### src/hw/rtl/scld_pkg.sv
`timescale 1ns / 1ps
`default_nettype none

package scld_pkg;

  // line assembly limits
  localparam int LINE_LIMIT = 200;
  localparam int CNT_W      = $clog2(LINE_LIMIT);
  localparam int HEAD_BYTES = 4;
  localparam int HEAD_IDX_W = $clog2(HEAD_BYTES);

  // character codes
  localparam logic [7:0] CH_LF    = 8'h0A;
  localparam logic [7:0] CH_CR    = 8'h0D;
  localparam logic [7:0] CH_EQUAL = 8'h3D;
  localparam logic [7:0] CH_NUL   = 8'h00;
  localparam logic [7:0] CH_ZERO  = 8'h30;
  localparam logic [7:0] CH_ONE   = 8'h31;
  localparam logic [7:0] CH_H     = 8'h48;
  localparam logic [7:0] CH_T     = 8'h54;
  localparam logic [7:0] CH_L     = 8'h4C;
  localparam logic [7:0] CH_F     = 8'h46;

  typedef enum logic [1:0] {
    TGT_HUMIDITY    = 2'd0,
    TGT_TEMPERATURE = 2'd1,
    TGT_LIGHT       = 2'd2,
    TGT_FILTER      = 2'd3
  } target_t;

  typedef enum logic {
    STATUS_OK  = 1'b0,
    STATUS_BAD = 1'b1
  } status_t;

  // one decoded line; flags indexed by target_t
  typedef struct packed {
    status_t    cmd_status;
    target_t    target;
    logic       new_value;
    logic [3:0] flags;
  } result_t;

endpackage

`default_nettype wire

### src/hw/rtl/serial_command_line_decoder.sv
`timescale 1ns / 1ps
`default_nettype none

// Serial command line decoder. Takes one received byte per transfer and
// assembles lines ending in CR LF; on CR LF the first four line bytes are
// decoded as a command X=V (X one of H, T, L, F; V '0' or '1'; fourth byte
// zero) and one result transfer carries the status, the addressed flag, the
// written value and all four enable flags. Bytes that do not end a line give
// no result. A byte after CR other than LF restarts the line and is dropped.
// Rate: one byte per clock unless a line-ending byte waits on a stalled
// result. A byte passes an input register and, when it ends a line, lands
// in the result register, which offers the result. The input register
// keeps taking bytes while a result waits.

module serial_command_line_decoder (
  input  wire logic       clk,
  input  wire logic       rst_n,
  // byte input
  input  wire logic       in_valid,
  output logic            in_stall,
  input  wire logic [7:0] in_rx_byte,
  // result output
  output logic            out_valid,
  input  wire logic       out_stall,
  output logic            out_cmd_status,
  output logic [1:0]      out_target,
  output logic            out_new_value,
  output logic            out_humidity_enable,
  output logic            out_temperature_enable,
  output logic            out_light_enable,
  output logic            out_filtering_enable
);

  // input register
  logic       in_v_r, in_v_nxt;
  logic [7:0] byte_r;

  // result register
  logic              out_v_r, out_v_nxt;
  scld_pkg::result_t res_r;
  scld_pkg::result_t res;

  logic line_end;
  logic out_free;
  logic advance;
  logic in_take;

  // result slot is free when empty or being drained this cycle
  assign out_free = !out_v_r || !out_stall;
  // only a line-ending byte needs the result slot
  assign advance  = in_v_r && (!line_end || out_free);
  assign in_stall = in_v_r && !advance;
  assign in_take  = in_valid && !in_stall;

  scld_core u_core (
    .clk      (clk),
    .rst_n    (rst_n),
    .step     (advance),
    .rx_byte  (byte_r),
    .line_end (line_end),
    .res      (res)
  );

  always_comb begin
    in_v_nxt = in_v_r;
    if (in_take) begin
      in_v_nxt = 1'b1;
    end else if (advance) begin
      in_v_nxt = 1'b0;
    end
  end

  always_comb begin
    out_v_nxt = out_v_r;
    if (advance && line_end) begin
      out_v_nxt = 1'b1;
    end else if (out_v_r && !out_stall) begin
      out_v_nxt = 1'b0;
    end
  end

  always_ff @(posedge clk) begin
    if (!rst_n) begin
      in_v_r  <= 1'b0;
      out_v_r <= 1'b0;
    end else begin
      in_v_r  <= in_v_nxt;
      out_v_r <= out_v_nxt;
    end
  end

  // payload registers, no reset
  always_ff @(posedge clk) begin
    if (in_take) begin
      byte_r <= in_rx_byte;
    end
    if (advance && line_end) begin
      res_r <= res;
    end
  end

  assign out_valid              = out_v_r;
  assign out_cmd_status         = res_r.cmd_status;
  assign out_target             = res_r.target;
  assign out_new_value          = res_r.new_value;
  assign out_humidity_enable    = res_r.flags[scld_pkg::TGT_HUMIDITY];
  assign out_temperature_enable = res_r.flags[scld_pkg::TGT_TEMPERATURE];
  assign out_light_enable       = res_r.flags[scld_pkg::TGT_LIGHT];
  assign out_filtering_enable   = res_r.flags[scld_pkg::TGT_FILTER];

endmodule

`default_nettype wire

### src/hw/rtl/scld_core.sv
`timescale 1ns / 1ps
`default_nettype none

module scld_core (
  input  wire logic              clk,
  input  wire logic              rst_n,
  input  wire logic              step,
  input  wire logic [7:0]        rx_byte,
  output logic                   line_end,
  output scld_pkg::result_t      res
);

  logic                                 cr_seen_r, cr_seen_nxt;
  logic [scld_pkg::CNT_W-1:0]           cnt_r, cnt_nxt;
  logic [scld_pkg::HEAD_BYTES-1:0][7:0] head_r, head_nxt;
  logic [3:0]                           flags_r, flags_nxt;

  logic              cmd_ok;
  logic              known;
  scld_pkg::target_t tgt;
  logic              bit_val;

  assign line_end = cr_seen_r && (rx_byte == scld_pkg::CH_LF);

  // decode of the held head bytes
  always_comb begin
    cmd_ok  = (head_r[1] == scld_pkg::CH_EQUAL) && (head_r[3] == scld_pkg::CH_NUL) &&
              ((head_r[2] == scld_pkg::CH_ZERO) || (head_r[2] == scld_pkg::CH_ONE));
    bit_val = (head_r[2] == scld_pkg::CH_ONE);
    known   = 1'b1;
    case (head_r[0])
      scld_pkg::CH_H: tgt = scld_pkg::TGT_HUMIDITY;
      scld_pkg::CH_T: tgt = scld_pkg::TGT_TEMPERATURE;
      scld_pkg::CH_L: tgt = scld_pkg::TGT_LIGHT;
      scld_pkg::CH_F: tgt = scld_pkg::TGT_FILTER;
      default: begin
        tgt   = scld_pkg::TGT_HUMIDITY;
        known = 1'b0;
      end
    endcase
  end

  always_comb begin
    cr_seen_nxt = cr_seen_r;
    cnt_nxt     = cnt_r;
    head_nxt    = head_r;
    flags_nxt   = flags_r;
    if (step) begin
      if (cr_seen_r) begin
        cr_seen_nxt = 1'b0;
        cnt_nxt     = '0;
        if (line_end) begin
          head_nxt = '0;
          if (cmd_ok && known) begin
            flags_nxt[tgt] = bit_val;
          end
        end
      end else if (rx_byte == scld_pkg::CH_CR) begin
        cr_seen_nxt = 1'b1;
      end else begin
        if (cnt_r < scld_pkg::CNT_W'(scld_pkg::HEAD_BYTES)) begin
          head_nxt[cnt_r[scld_pkg::HEAD_IDX_W-1:0]] = rx_byte;
        end
        // wrap at the line limit
        if (cnt_r == scld_pkg::CNT_W'(scld_pkg::LINE_LIMIT - 1)) begin
          cnt_nxt = '0;
        end else begin
          cnt_nxt = cnt_r + 1'b1;
        end
      end
    end
  end

  always_comb begin
    res.flags = flags_nxt;
    if (cmd_ok && known) begin
      res.cmd_status = scld_pkg::STATUS_OK;
      res.target     = tgt;
      res.new_value  = bit_val;
    end else begin
      res.cmd_status = scld_pkg::STATUS_BAD;
      res.target     = scld_pkg::TGT_HUMIDITY;
      res.new_value  = 1'b0;
    end
  end

  always_ff @(posedge clk) begin
    if (!rst_n) begin
      cr_seen_r <= 1'b0;
      cnt_r     <= '0;
      head_r    <= '0;
      flags_r   <= '0;
    end else begin
      cr_seen_r <= cr_seen_nxt;
      cnt_r     <= cnt_nxt;
      head_r    <= head_nxt;
      flags_r   <= flags_nxt;
    end
  end

endmodule

`default_nettype wire

### config.mk
export PLATFORM = sky130hd
export DESIGN_NAME = serial_command_line_decoder
export DESIGN_NICKNAME = d
export VERILOG_FILES = /design/src/hw/rtl/scld_pkg.sv /design/src/hw/rtl/serial_command_line_decoder.sv /design/src/hw/rtl/scld_core.sv
export SDC_FILE = /design/constraint.sdc
export NUM_CORES = 1
export LEC_CHECK = 0
export ABC_AREA = 1
export BUFFER_PORTS_ARGS = -buffer_cell sky130_fd_sc_hd__buf_2
export CELL_PAD_IN_SITES_DETAIL_PLACEMENT = 1
export CELL_PAD_IN_SITES_GLOBAL_PLACEMENT = 1
export CORE_ASPECT_RATIO = 1.1
export CORE_MARGIN = 1
export CORE_UTILIZATION = 25
export DETAILED_ROUTE_END_ITERATION = 7
export GPL_ROUTABILITY_DRIVEN = 1
export PLACE_DENSITY = 0.6
export SYNTH_ARGS = -nofsm -noshare
export SYNTH_HDL_FRONTEND = slang
export SYNTH_SLANG_ARGS = --single-unit
export TNS_END_PERCENT = 30
### constraint.sdc
create_clock -name clk -period 4 [get_ports clk]
set_input_delay 0.4 -clock clk [delete_from_list [all_inputs] [get_ports clk]]
set_output_delay 0.4 -clock clk [all_outputs]
set_load 0.01 [all_outputs]
==> metrics.md, run 1 <==
| Metric | Value |
|---|---|
| Outcome | finished, final reports clean |
| Clock skew | 0.007132 ns |
| FP Rows | 40 |
| PortBufs | 21 |
| Final #Nets | 411 |
| HP Class | in -> reg |
| Slowest cell delay on critical path | 0.62 ns |
| FMAX | 437.6 MHz |
| Peak VDD IR | 0.0002111 V |
| Cell variety after synth | 28 |
| Leak | 1.293 nW |
| Synth Flop Type | dfxtp_1 |
| Sequential area share after synthesis | 0.4922 |
| Vias in the first global route | 2487 |
| Detailed-route vias per instance | 4.408 |
| Starting Density | 0.2611 |
| Width of the die | 104.5 um |
| Worst setup SP type | flop |
| Final setup fails | 0 |
| CTS sink cnt | 63 |
| Critical-path maximum fanout | 36 |
| Total CTS buffers | 9 |
| Gpl congestion | 0.7570 |
| Fillers | 1357 |
| Final HPWL DP | 5023 um |
| Syn-to-layout area delta | 17.07% |
| Crit path DAT | 2.47 ns |
| Cell area power density | 442.7 nW/um^2 |
| Warnings from Yosys | 0 |
| Drt first-iter violations | 100 |
| Part of the cycle the worst path needs | 0.5713 |
| Max-slew violation count | 0 |
| Full die area | 11990 um^2 |
| Total power | 1.497 mW |
| Synth top cells by count | nand2_1, nor2_1, nand3_1 |
| Post-CTS setup buffers | 0 |
| Hold Buf Count CTS | 0 |
| First-pass GRT wire length | 11890 um |
| Crit-path leading delay family | simple AND/OR/NAND/NOR gates |
| Fin cells | 547 |
| WL/cell | 12.67 um |
| Tot GR Track Use | 0.1293 |
| Layout cell share with drive strength beyond 1 | 0.1175 |
| Buf/Inv on CP | 1 |
| Top-count cell post-synth | nand2_1 |
| Crit-path cells | inv_2, nand3_1, nor2_1, nand2_2, nand3_4, nor2_8, nand2_1, nand2_1, a21oi_1 |
| Area leader, netlist | dfxtp_1 |
| Most frequent CP cell | nand2_1 |
| Top-area cell type share of the netlist area | 0.3258 |
| Ant diodes | 0 |
| Post-Route WL | 6933 um |
| Max_cap viols | 0 |
| Clock-pin slew on the worst setup and hold paths | 0.05 ns |
| CP required | 4.19 ns |
| Antenna violations before repair | 0 |
| # DRC | 0 |
| Worst setup EP type | flop |
| Core area | 11060 um^2 |
| Largest net degree at the start of global routing | 37 |
| Via count | 2411 |
| Mapped cell area | 2888 um^2 |
| First-pass iteration count of the detailed router | 4 |
| Asr flop ratio synth | 0 |
| Final hold vios | 0 |
| Slew @ Worst Pin | 0.6602 ns |
| Top cells by area, synth | dfxtp_1, edfxtp_1, nand2_1 |
| Slew headroom | 0.5552 |
| CTS tree | done |
| Number of synthesized register bits | 63 |
| Post-route ant nets | 0 |
| Congestion Overflow GR | 0 |
| Slowest cell on the critical path | dfxtp_1 |
| Skew-Pair Late Insertion Delay | 0.33 ns |
| Syn avg cell area | 7.701 um^2 |
| CTS resizes | 0 |
| CTS HTree Levels | 3 |
| Setup tns final | 0 ns |
| Setup CP Type | reg -> reg |
| Tmin final | 2.285 ns |
| Mapped Cells | 375 |
| CTS root buf | clkbuf_16 |
| Final hold slack | 0.2479 ns |
| Post-synth EDFFs | 16 |
| CTS Buffer Depth | 2 |
| Synthesized Nets | 391 |
| Die Y-Extent | 114.7 um |
| # IOs | 22 |
| RSZ-0062 raised after global routing | no |
| Placed cell count | 531 |
[cell families (layout without fill, tap and decap cells)]
kind of cell / after synthesis / after routing / share of synthesized area
buffers and inverters: 56 / 81 / 0.08232
and+or+nand+nor: 203 / 203 / 0.3176
AOI/OAI and AO/OA: 46 / 46 / 0.08146
xor gates and xnor gates: 3 / 3 / 0.009100
DFF: 63 / 63 / 0.4922
adders and majority gates: 4 / 4 / 0.01733
[final cells by class]
type,count,area (um^2),area share
Sequential cell,63,1421,0.4204
Multi-Input combinational cell,256,1229,0.3634
Clock buffer,15,267.8,0.07920
Tap cell,147,183.9,0.05440
Inverter,43,161.4,0.04774
Timing Repair Buffer,22,112.6,0.03331
Clock inverter,1,5.005,0.001480
[layer usage]
layer	vias up	part of all wire	routed length, um	GRT usage
li1	1247	-	-	-
met2	31	0.48	3354	0.2203
met4	0	0.020	142	0.06857
met5	-	0	0	0
met3	13	0.023	157	0.02390
met1	1120	0.47	3278	0.1557
[final timing paths]
path / startpoint / to / slack, ns / cells after the start
max: u_core.cr_seen_r / u_core.head_r[25] / 1.71 / 9
max reg2reg: u_core.cr_seen_r / u_core.head_r[25] / 1.71 / 9
min reg2reg: u_core.head_r[6] / u_core.head_r[6] / 0.46 / 2
min: in_rx_byte[2] / byte_r[2] / 0.25 / 1
[report_power, final]
group	switching (mW)	leakage [nW]	internal, mW
combinational	0.0683	0.640	0.0276
sequential	0.0126	0.519	0.669
clock	0.267	0.134	0.453
total	0.347	1.29	1.15
[sequential cells by signal, indices dropped and copies added, names as in the netlist]
name	flops
u_core.head_r	32
byte_r	8
u_core.cnt_r	8
u_core.flags_r	4
out_target	2
in_v_r	1
out_cmd_status	1
out_filtering_enable	1
out_humidity_enable	1
out_light_enable	1
out_new_value	1
out_temperature_enable	1
out_valid	1
u_core.cr_seen_r	1
[worst reg2reg max path: cells and delay by family, from the launching register on]
kind,cells,cell delay [ns]
and+or+nand+nor,7,1.29
DFF,1,0.62
buffers and inverters,1,0.16
AOI/OAI and AO/OA,1,0.07
[stage by stage]
step	util	setup WS [ns]	cell area, um^2
2_1_floorplan	-	2.466	2888
3_3_place_gp	0.2810	1.811	3108
3_5_place_dp	0.2810	1.699	3108
4_1_cts	0.3057	1.690	3381
5_1_grt	0.3057	1.435	3381
6_report	0.3057	1.715	3381
[cell usage in the layout, fill, tap and decap left out, drive strengths merged, types with 15 or more instances in the layout]
master	instances
edfxtp	16
nand2	80
nand3	51
inv	43
a21oi	39
nor2	56
buf	22
clkbuf	15
dfxtp	47
Note: power is estimated with default switching activity, not from simulation.
==> inputs of run 2 (changes only) <==
Settings changed: ABC_AREA 1 to 0, PLACE_DENSITY 0.6 to 0.59.
Clock period 4 ns to 1.99 ns, I/O delays scaled along.
==> run 2 against run 1 <==
  * Synthesized cell count fell by 30%
  * Final area rose by 1.8%
  * Sequential share of layout area is 0.73 points lower
  * Setup slack got worse by 1.7 ns
  * Clock skew up 0.0017 ns
  * Fmax up 18%
  * Combinational power grew 93%
  * Critical path type unchanged
  * Critical endpoint is now out_filtering_enable
  * Largest cell class unchanged
==> metrics.md, run 2 <==
| Metric | Value |
|---|---|
| Asr flop ratio synth | 0 (unchanged) |
| Leak | 1.212 nW (was 1.293 nW) |
| Layout cell share with drive strength beyond 1 | 0.2525 (was 0.1175) |
| Setup CP Type | reg -> reg (unchanged) |
| Cell area power density | 882.8 nW/um^2 (was 442.7 nW/um^2) |
| Crit path DAT | 1.99 ns (was 2.47 ns) |
| Worst r2r src | u_core.head_r[0] (was u_core.cr_seen_r) |
| FP Rows | 39 (was 40) |
| Fin util | 0.3264 (was 0.3057) |
| Largest net degree at the start of global routing | 39 (was 37) |
| Core area | 10540 um^2 (was 11060 um^2) |
| Worst reg2reg path depth | 4 (was 9) |
| Total CTS buffers | 9 (unchanged) |
| Synth Flop Type | dfxtp_1 (unchanged) |
| Hold-critical path depth | 1 (unchanged) |
| Cell Area, Placed | 3098 um^2 (was 3108 um^2) |
| Tot GR Track Use | 0.1274 (was 0.1293) |
| Reg-to-reg endpoint | out_filtering_enable (was u_core.head_r[25]) |
| Via count | 2130 (was 2411) |
| Gpl congestion | 0.7494 (was 0.7570) |
| Critical-path maximum fanout | 3 (was 36) |
| PortBufs | 21 (unchanged) |
| Biggest regs | u_core.head_r: 32 flops, byte_r: 8 flops, u_core.cnt_r: 8 flops (unchanged) |
| Post-Route WL | 6622 um (was 6933 um) |
| Number of synthesized register bits | 63 (unchanged) |
| Final hold slack | 0.05044 ns (was 0.2479 ns) |
| Stages on the worst setup path | 4 (was 9) |
| CP required | 2.05 ns (was 4.19 ns) |
| Sequential area share after synthesis | 0.5166 (was 0.4922) |
| Vias in the first global route | 2215 (was 2487) |
| Warnings from Yosys | 0 (unchanged) |
| Part of the cycle the worst path needs | 0.9703 (was 0.5713) |
| Synthesized Nets | 279 (was 391) |
| Peak VDD IR | 0.0004137 V (was 0.0002111 V) |
| Total power | 3.037 mW (was 1.497 mW) |
| CTS Buffer Depth | 2 (unchanged) |
| Full die area | 11430 um^2 (was 11990 um^2) |
| FMAX | 517.9 MHz (was 437.6 MHz) |
| Cell variety after synth | 49 (was 28) |
| Worst setup SP type | flop (unchanged) |
| # IOs | 22 (unchanged) |
| RSZ-0062 raised after global routing | yes (was no) |
| HP Class | in -> reg (unchanged) |
| Clock-pin slew on the worst setup and hold paths | 0.05 ns (about the same) |
| Final HPWL DP | 4785 um (was 5023 um) |
| Slowest cell on the critical path | or4b_4 (was dfxtp_1) |
| Crit-path cells | or4b_4, nor3_2, nand3_1, mux2_1 (was inv_2, nand3_1, nor2_1, nand2_2, nand3_4, nor2_8, nand2_1, nand2_1, a21oi_1) |
| First-pass GRT wire length | 11030 um (was 11890 um) |
| Final #Nets | 317 (was 411) |
| Max_cap viols | 0 (unchanged) |
| Detailed-route vias per instance | 4.754 (was 4.408) |
| Clock skew | 0.008848 ns (was 0.007132 ns) |
| Drt first-iter violations | 44 (was 100) |
| Mapped cell area | 2751 um^2 (was 2888 um^2) |
| Max-slew violation count | 0 (unchanged) |
| Post-route cell area | 3441 um^2 (was 3381 um^2) |
| Slowest cell delay on critical path | 0.56 ns (was 0.62 ns) |
| Ant diodes | 0 (unchanged) |
| Mapped Cells | 263 (was 375) |
| Tmin final | 1.931 ns (was 2.285 ns) |
| Congestion Overflow GR | 0 (unchanged) |
| Worst setup EP type | flop (unchanged) |
| Final setup fails | 0 (unchanged) |
| Starting Density | 0.2610 (was 0.2611) |
| Antenna violations before repair | 0 (unchanged) |
| Die Y-Extent | 112.0 um (was 114.7 um) |
| Top cells by area, synth | dfxtp_1, edfxtp_1, o22ai_1 (was dfxtp_1, edfxtp_1, nand2_1) |
| CTS sink cnt | 63 (unchanged) |
| Skew-Pair Late Insertion Delay | 0.33 ns (about the same) |
| Post-route ant nets | 0 (unchanged) |
| Register-to-register setup slack | 0.06 ns (was 1.71 ns) |
| Area leader, netlist | dfxtp_1 (unchanged) |
| WL/cell | 14.78 um (was 12.67 um) |
| Hold Buf Count CTS | 0 (unchanged) |
| Syn avg cell area | 10.46 um^2 (was 7.701 um^2) |
| First-pass iteration count of the detailed router | 4 (unchanged) |
| # DRC | 0 (unchanged) |
| Post-synth EDFFs | 16 (unchanged) |
| Register with the most flip-flops | u_core.head_r (unchanged) |
| Hold path start | in_rx_byte[3] (was in_rx_byte[2]) |
| Width of the die | 102.0 um (was 104.5 um) |
| Buf/Inv on CP | 0 (was 1) |
| Commonest non-fill, non-tap cell in the layout | dfxtp_1 (was nand2_1) |
| WHS Endpoint | byte_r[3] (was byte_r[2]) |
| Synth top cells by count | dfxtp_1, nand2_1, o22ai_1 (was nand2_1, nor2_1, nand3_1) |
| Largest register FFs | 32 (unchanged) |
| CTS HTree Levels | 3 (unchanged) |
| CTS tree | done (unchanged) |
| Slew headroom | 0.5755 (was 0.5552) |
| Top-area cell type share of the netlist area | 0.3420 (was 0.3258) |
| Setup tns final | 0 ns (unchanged) |
| Slew @ Worst Pin | 0.6354 ns (was 0.6602 ns) |
| Final hold vios | 0 (unchanged) |
| Syn-to-layout area delta | 25.06% (was 17.07%) |
| Top-count cell post-synth | dfxtp_1 (was nand2_1) |
| Crit-path leading delay family | simple AND/OR/NAND/NOR gates (unchanged) |
| Outcome | finished, final reports clean (unchanged) |
| Commonest cells after routing, fill and taps aside | dfxtp_1, nand2_1, o22ai_1, buf_2, edfxtp_1 (was nand2_1, nor2_1, nand3_1, dfxtp_1, inv_1) |
| CTS root buf | clkbuf_16 (unchanged) |
[run 2: changes by cell type after synthesis, sizes merged, moves of 4 or more]
| cell | delta |
|---|---|
| nor3 | +10 |
| nor2 | -39 |
| nand3 | -42 |
| mux2 | +4 |
| nand2 | -37 |
| nand3b | +7 |
| inv | -40 |
| a21oi | -38 |
| a21boi | +4 |
| or2 | -4 |
| o22ai | +32 |
| o2111ai | +4 |
| mux2i | +4 |
[run 2: worst max-delay path by stage]
stage / start / end / slack (ns)
detailed placement: u_core.head_r[14] / out_temperature_enable / -0.02
global route: u_core.head_r[0] / out_filtering_enable / -0.03
global placement: byte_r[4] / out_temperature_enable / 0.04
CTS: byte_r[4] / out_light_enable / 0.001
finish: u_core.head_r[0] / out_filtering_enable / 0.06
floorplan: byte_r[4] / out_filtering_enable / 0.02
[run 2: final cells by class]
| cell class | count | area (um^2) |
|---|---|---|
| well taps | 143 | 178.9 |
| flip-flops and latches | 63 | 1421 |
| repair buffers | 37 | 237.7 |
| clock inverters | 3 | 17.52 |
| clock buffers | 12 | 267.8 |
| multi-input cells | 187 | 1306 |
| inverters | 3 | 11.26 |
| fillers | 1215 | 7099 |
[run 2: kinds of logic after synthesis]
logic type | Yosys count | synth area share
multiplexers | 8 | 0.03092
XOR/XNOR | 7 | 0.02228
AND/OR/NAND/NOR | 115 | 0.2501
buffers and inverters | 13 | 0.01955
AO/OA/AOI/OAI | 53 | 0.1423
adder cells (fa/ha/maj) | 4 | 0.01819
flip-flops | 63 | 0.5166
[run 2: routing by layer]
metal  up-vias  global-route usage  share of wire
li1       1054                   -              -
met1      1038              0.1537           0.47
met2        30              0.2157           0.50
met3         8             0.02428          0.018
met4         0             0.06000          0.017
met5         -                   0              0
[run 2: report_power, final]
| group | total (mW) | internal [mW] | switching, mW |
|---|---|---|---|
| registers | 1.37 | 1.34 | 0.0284 |
| clock network | 1.48 | 0.940 | 0.541 |
| logic | 0.185 | 0.0694 | 0.116 |
[run 2: timing repair]
item	in CTS	in global routing
buffers inserted	0	4
resized for setup	1	5
pin swaps	2	7
gates cloned	0	0
endpoints found under the setup margin	3	10
[run 2: worst reg2reg max path: cells and delay by family, from the launching register on]
kind	cells	cell delay, ns
muxes	1	0.35
and+or+nand+nor	3	1.01
DFF	1	0.31
[run 2: stage by stage]
| stage | std cells | worst slack, ns |
|---|---|---|
| 3_3_place_gp | 429 | 0.03881 |
| 5_1_grt | 448 | -0.02506 |
| 4_1_cts | 444 | 0.001041 |
| 2_1_floorplan | 263 | 0.02169 |
| 3_5_place_dp | 429 | -0.01597 |
| 6_report | 448 | 0.05915 |
